--- config.mk ---
export PLATFORM = sky130hd
export DESIGN_NAME = cts_queue
export DESIGN_NICKNAME = d
export VERILOG_FILES = /design/src/cts_pkg.sv /design/src/cts_queue.sv
export SDC_FILE = /design/constraint.sdc
export NUM_CORES = 1
export LEC_CHECK = 0
export ABC_AREA = 1
export ABC_CLOCK_PERIOD_IN_PS = 15440
export BUFFER_PORTS_ARGS = -buffer_cell sky130_fd_sc_hd__buf_2
export CORE_ASPECT_RATIO = 1.75
export CORE_MARGIN = 5
export CORE_UTILIZATION = 55
export DETAILED_ROUTE_END_ITERATION = 12
export PLACE_DENSITY = 0.76
export SKIP_LAST_GASP = 1
export SLEW_MARGIN = 20
export SYNTH_ARGS = -nofsm -noshare
export SYNTH_HDL_FRONTEND = slang
export SYNTH_SLANG_ARGS = --single-unit
export TNS_END_PERCENT = 30
--- constraint.sdc ---
create_clock -name aclk -period 15.44 [get_ports aclk]
set_input_delay 0 -clock aclk [delete_from_list [all_inputs] [get_ports aclk]]
set_output_delay 0 -clock aclk [all_outputs]
set_load 0.01 [all_outputs]
--- src/cts_pkg.sv ---
`default_nettype none
// ----------------------------------------------------------------------------
// cts_pkg: shared types and constants of the C token scanner
// Token codes, keyword table and the request record passed front to back.
// ----------------------------------------------------------------------------
package cts_pkg;

    localparam int MaxKeywordLen = 14;
    localparam int OffsetBits    = 32;
    localparam int LengthBits    = 16;
    localparam int ValueBits     = 63;
    localparam int NumKeywords   = 44;

    localparam logic [5:0] CODE_IDENT   = 6'd44;
    localparam logic [5:0] CODE_NUMBER  = 6'd45;
    localparam logic [5:0] CODE_PUNCT0  = 6'd46;
    localparam logic [5:0] CODE_NEWLINE = 6'd57;
    localparam logic [5:0] CODE_UNKNOWN = 6'd58;

    localparam logic [ValueBits-1:0] VALUE_MAX = {ValueBits{1'b1}};
    localparam logic [LengthBits-1:0] LENGTH_MAX = {LengthBits{1'b1}};

    typedef logic [MaxKeywordLen*8-1:0] word_t;

    // One token request: at most two tokens per character.
    typedef struct packed {
        logic [5:0]            tok_code;
        logic [OffsetBits-1:0] token_start;
        logic [LengthBits-1:0] token_length;
        logic [ValueBits-1:0]  number_value;
    } token_t;

    typedef struct packed {
        logic   first_vld;
        token_t first;
        logic   second_vld;
        token_t second;
    } req_t;

    // Keyword text packed low byte first, padded with zeros.
    function automatic word_t kw_text(input int idx);
        string s;
        word_t w;
        s = "";
        w = '0;
        case (idx)
            0: s = "auto";        1: s = "break";      2: s = "case";
            3: s = "char";        4: s = "const";      5: s = "continue";
            6: s = "default";     7: s = "do";         8: s = "double";
            9: s = "else";        10: s = "enum";      11: s = "extern";
            12: s = "float";      13: s = "for";       14: s = "goto";
            15: s = "if";         16: s = "inline";    17: s = "int";
            18: s = "long";       19: s = "register";  20: s = "restrict";
            21: s = "return";     22: s = "short";     23: s = "signed";
            24: s = "sizeof";     25: s = "static";    26: s = "struct";
            27: s = "switch";     28: s = "typedef";   29: s = "union";
            30: s = "unsigned";   31: s = "void";      32: s = "volatile";
            33: s = "while";      34: s = "_Alignas";  35: s = "_Alignof";
            36: s = "_Atomic";    37: s = "_Bool";     38: s = "_Complex";
            39: s = "_Generic";   40: s = "_Imaginary"; 41: s = "_Noreturn";
            42: s = {"_Static", "_assert"};
            43: s = "_Thread_local";
            default: s = "";
        endcase
        for (int i = 0; i < MaxKeywordLen; i++) begin
            if (i < s.len()) begin
                w[i*8 +: 8] = s[i];
            end
        end
        return w;
    endfunction

    function automatic int kw_len(input int idx);
        word_t w;
        int    n;
        w = kw_text(idx);
        n = 0;
        for (int i = 0; i < MaxKeywordLen; i++) begin
            if (w[i*8 +: 8] != 8'd0) begin
                n = i + 1;
            end
        end
        return n;
    endfunction

endpackage

`default_nettype wire

--- src/cts_queue.sv ---
`default_nettype none
// ----------------------------------------------------------------------------
// cts_queue: short request queue between front and back
// Four entries; full is raised at three held requests, one entry still free.
// ----------------------------------------------------------------------------
module cts_queue (
    input  wire logic          aclk,
    input  wire logic          aresetn,
    input  wire logic          push,
    input  wire cts_pkg::req_t push_req,
    output logic               full,
    output logic               not_empty,
    output cts_pkg::req_t      head_req,
    input  wire logic          pop
);
    import cts_pkg::*;

    req_t       mem_reg [4];
    logic [1:0] wr_reg, rd_reg;
    logic [2:0] cnt_reg;

    assign full      = (cnt_reg >= 3'd3);
    assign not_empty = (cnt_reg != 3'd0);
    assign head_req  = mem_reg[rd_reg];

    always_ff @(posedge aclk) begin
        if (!aresetn) begin
            wr_reg  <= '0;
            rd_reg  <= '0;
            cnt_reg <= '0;
        end else begin
            if (push) wr_reg <= wr_reg + 1'b1;
            if (pop) rd_reg <= rd_reg + 1'b1;
            cnt_reg <= cnt_reg + {2'd0, push} - {2'd0, pop};
        end
        if (push) mem_reg[wr_reg] <= push_req;
    end

endmodule

`default_nettype wire

**Yosys cells after proc, flatten, opt, wreduce, memory -nomap -nowiden**

Memory sizes are Yosys's and may differ from the RTL's. A register that Yosys moved wholly into a read port is not among the register bits.
Cells that the tools add are included.

- Memories kept: 1
- Bits of input ports: 240
- Memory bits (writable): 944
- Register bits: 7
- Output and inout port bits: 238
- Word-level logic and storage cells: 14

- Reduce and logical (&&, ||, !) cells: 1
- Mux-type cells: 4
- Magnitude comparators: 1
- Add/sub/neg operators: 4

Memories:

| memory | depth | width | read ports | clocked after Yosys merged registers in | write ports | line | source |
|---|---|---|---|---|---|---|---|
| mem_reg | 4 | 236 | 1 | 1 | 1 | cts_queue.sv:18 | `req_t mem_reg [4];` |

Operator list:

| operator | count |
|---|---|
| adder 2 x 1 -> 2 bit (second input constant) | 2 |
| 2-to-1 mux 2 bit | 2 |
| adder 3 x 1 -> 3 bit | 1 |
| >= comparator 3 x 2 -> 1 bit (second input constant) | 1 |
| nonzero test 3 bit | 1 |
| subtractor 3 x 1 -> 3 bit | 1 |
| 2-to-1 mux 1 bit | 2 |

**Longest topological paths before layout**

- Depth after elaboration: 3
- Gate-level depth with buffers: 8
- Depth with buffers taken out: 8

**Worst setup path after synthesis**

No wires, ideal clock.

- Path kind: register to register
- Start point: register wr_reg[0]
- End point: memory mem_reg[2][0] (netlist name), enable pin
- Stages on the path, launching flop included: 5
- Path slack: 9741 ps
- Setup time: 587 ps
- Arrival: 5112 ps
- Required time: 14853 ps
- Period minus slack after synthesis: 5699 ps
- Buffers on the path: 0
- Path through: dfxtp_1 > inv_1 > ha_1 > nand2_1 > inv_1

RTL lines:

| item | line | source |
|---|---|---|
| from (decl) | cts_queue.sv:19 | `logic [1:0] wr_reg, rd_reg;` |
| from (signal assigned) | cts_queue.sv:32 | `if (push) wr_reg <= wr_reg + 1'b1;` |
| to (decl) | cts_queue.sv:18 |  |

Straight into the memory's write port.

==> impl_metrics.env <==
export IMPL_synth_area_um2=40000
export IMPL_fp_coreArea_um2=71900
export IMPL_r2r_cells=6
export IMPL_power_density_nw_per_um2=118
export IMPL_fmax_ghz=0.230
export IMPL_netlist_instances=3758
export IMPL_reg2reg_setup_slack_ns=12.16
export IMPL_cts_max_level=3
export IMPL_postRouteAntennaNets=0
export IMPL_cts_buffers=82
export IMPL_synth_avg_cell_area_um2=10.6
export IMPL_worstPathRequired_ns=15.44
export IMPL_grt_pass1_vias=27523
export IMPL_cts_root_buf="clkbuf_16"
export IMPL_die_width_um=214
export IMPL_critPathMaxFanout=230
export IMPL_initial_utilization_pct=55.6
export IMPL_via_per_inst=5.05
export IMPL_track_usage_pct=23.0
export IMPL_die_h_um=367
export IMPL_cpPeakStageDelay_ns=0.94
export IMPL_drc=0
export IMPL_layout_nets=4672
export IMPL_antenna_found_initial=24
export IMPL_post_place_ws_ns=11.77
export IMPL_synth_fp_nets=4006
export IMPL_cp_slowest_cell="buf_4"
export IMPL_grt_pass1_wl_mm=143
export IMPL_slew_violations=0
export IMPL_holdPathStages=2
export IMPL_num_vias=27488
export IMPL_drt_wirelength_per_cell_um=17.1
export IMPL_fin_ws_ns=11.08
export IMPL_cts_sinks=953
export IMPL_synth_top_area_cell="edfxtp_1"
export IMPL_dieArea_um2=78400
export IMPL_syn_to_final_growth_pct=20.4
export IMPL_synth_area_leaders="edfxtp_1 (71%), nand2_1 (11%), inv_1 (9.0%)"
export IMPL_cp_cell_sequence="inv_8 > buf_12 > buf_4 > nand2_1 > nand3_1 > nand2_1 > buf_2"
export IMPL_crit_cells=7
export IMPL_fin_hold_ws_ns=0.127
export IMPL_hold_violations=0
export IMPL_end_kind="output port"
export IMPL_clk_latency_ns=0.62
export IMPL_critPathBufInv=4
export IMPL_cp_start_kind="register"
export IMPL_drive_above_1_share_pct=14.0
export IMPL_largest_reg_flops=944
export IMPL_grt_overflow=0
export IMPL_p_leak_nw=22.2
export IMPL_ys_types=16
export IMPL_period_needed_ns=4.36
export IMPL_rows=130
export IMPL_min_path_type="in -> reg"
export IMPL_relSlewSlack_pct=22.7
export IMPL_cts_resized=0
export IMPL_tightest_slew_ns=1.16
export IMPL_cpMostUsedCell="nand2_1"
export IMPL_status="finished clean"
export IMPL_pin_count=478
export IMPL_ys_ff_latch=953
export IMPL_period_share_pct=28.2
export IMPL_drt_iter0_drc=2249
export IMPL_tritoncts="built"
export IMPL_ir_worst_vdd_mv=0.124
export IMPL_dr_pass1_iters=5
export IMPL_synth_top_area_share_pct=70.9
export IMPL_fin_tns_setup_ns=0
export IMPL_arrival_ns=4.36
export IMPL_gp_congestion=0.785
export IMPL_power_mw=5.68
export IMPL_cap_viol_max_count=0
export IMPL_dp_hpwl_mm=51.9
export IMPL_wl_mm=92.9
export IMPL_rsz0062_at_grt="no"
export IMPL_post_cts_setup_buffers=0
export IMPL_cp_top_family="buffers and inverters"
export IMPL_yosysWarnings=0
export IMPL_clockBufferDepth=3
export IMPL_setup_violations=0
export IMPL_portBuffers=477
export IMPL_synth_yosys_seq_area_share_pct=71.4
export IMPL_fin_skew_ns=0.0280
export IMPL_path_clk_slew_ns=0.07
export IMPL_critPathKind="reg -> out"
export IMPL_grt_max_degree=231
[synthesized netlist by cell type (all sizes together)]
cell type,number
ha,7
edfxtp,944
inv,961
nor2,9
o21ai,3
clkbuf,21
fa,1
a21oi,1
dfxtp,9
nand3,474
nand2,1192
buf,136
[final cells by class]
cell class,instances,area [um^2]
Sequential cell,953,28500
Clock buffer,96,2130
Clock inverter,52,577
Multi-Input combinational cell,1687,7010
Timing Repair Buffer,739,4990
Fill cell,4872,23800
Antenna cell,26,65.1
Inverter,961,3650
Tap cell,924,1160
[path summary, 6_finish.rpt]
check / startpoint / end
setup / recovery: register / head_req[141]
hold reg to reg: rd_reg[1]$_SDFFE_PN0P_ / register
setup reg to reg: wr_reg[0]$_SDFFE_PN0P_ / mem_reg[0][177]$_DFFE_PP_
hold / removal: push_req[20] / mem_reg[0][20]$_DFFE_PP_
[cell usage in the layout (no fill, tap or decap)]
cell           count
nand2_1         1192
inv_1            955
edfxtp_1         944
buf_2            477
nand3_1          474
dlygate4sd3_1    240
clkbuf_16         83
diode_2           26
buf_4             19
clkbuf_1          13
clkinv_2          12
clkinv_1          12
clkinvlp_4        10
nor2_1             9
bufinv_16          9
ha_1               7
dfxtp_1            7
inv_8              6
inv_6              4
o21ai_0            3
buf_12             3
dfxtp_4            2
clkinv_8           2
a21oi_1            1
fa_1               1
clkinv_16          1
inv_16             1
clkinv_4           1
[worst register-to-register path, delay by kind of cell, from the launching register on]
kind | cells | cell delay, ns
adders and majority gates | 1 | 0.15
buffers and inverters | 4 | 2.21
DFF | 1 | 0.34
and+or+nand+nor | 1 | 0.12
[where the power goes]
group	total, mW	switching (mW)	leakage, nW	internal (mW)
Sequential	2.99	0.0313	8.75	2.96
Clock	2.05	0.904	1.29	1.15
Combinational	0.632	0.416	12.1	0.217
[layer usage]
layer,track usage (%),vias to the layer above,routed length (um)
met4,8.07,2,2580
met2,40.5,1180,47700
met3,5.56,162,8440
li1,-,13054,-
met5,0,-,13
met1,27.4,13090,34200
[cells by family after synthesis]
kind of cell / share of synthesized area, %
AO/OA/AOI/OAI: 0.0501
adder cells (fa/ha/maj): 0.269
buffers and inverters: 11.1
flip-flops: 71.4
AND/OR/NAND/NOR: 17.2
[through the flow]
step | instances | utilization [%] | area [um^2]
floorplan | 3758 | - | 40000
global placement | 5024 | 59.7 | 42900
detailed placement | 5024 | 59.7 | 42900
CTS | 5412 | 66.8 | 48000
global route | 5434 | 66.9 | 48100
finish | 5438 | 66.9 | 48100
[what timing repair did]
item / 4_1_cts / 5_1_grt
endpoints found under the hold margin: 953 / 0
setup endpoints to repair: 0 / 0
hold buffers: 240 / 0
Power figures use the tool's default switching activity.
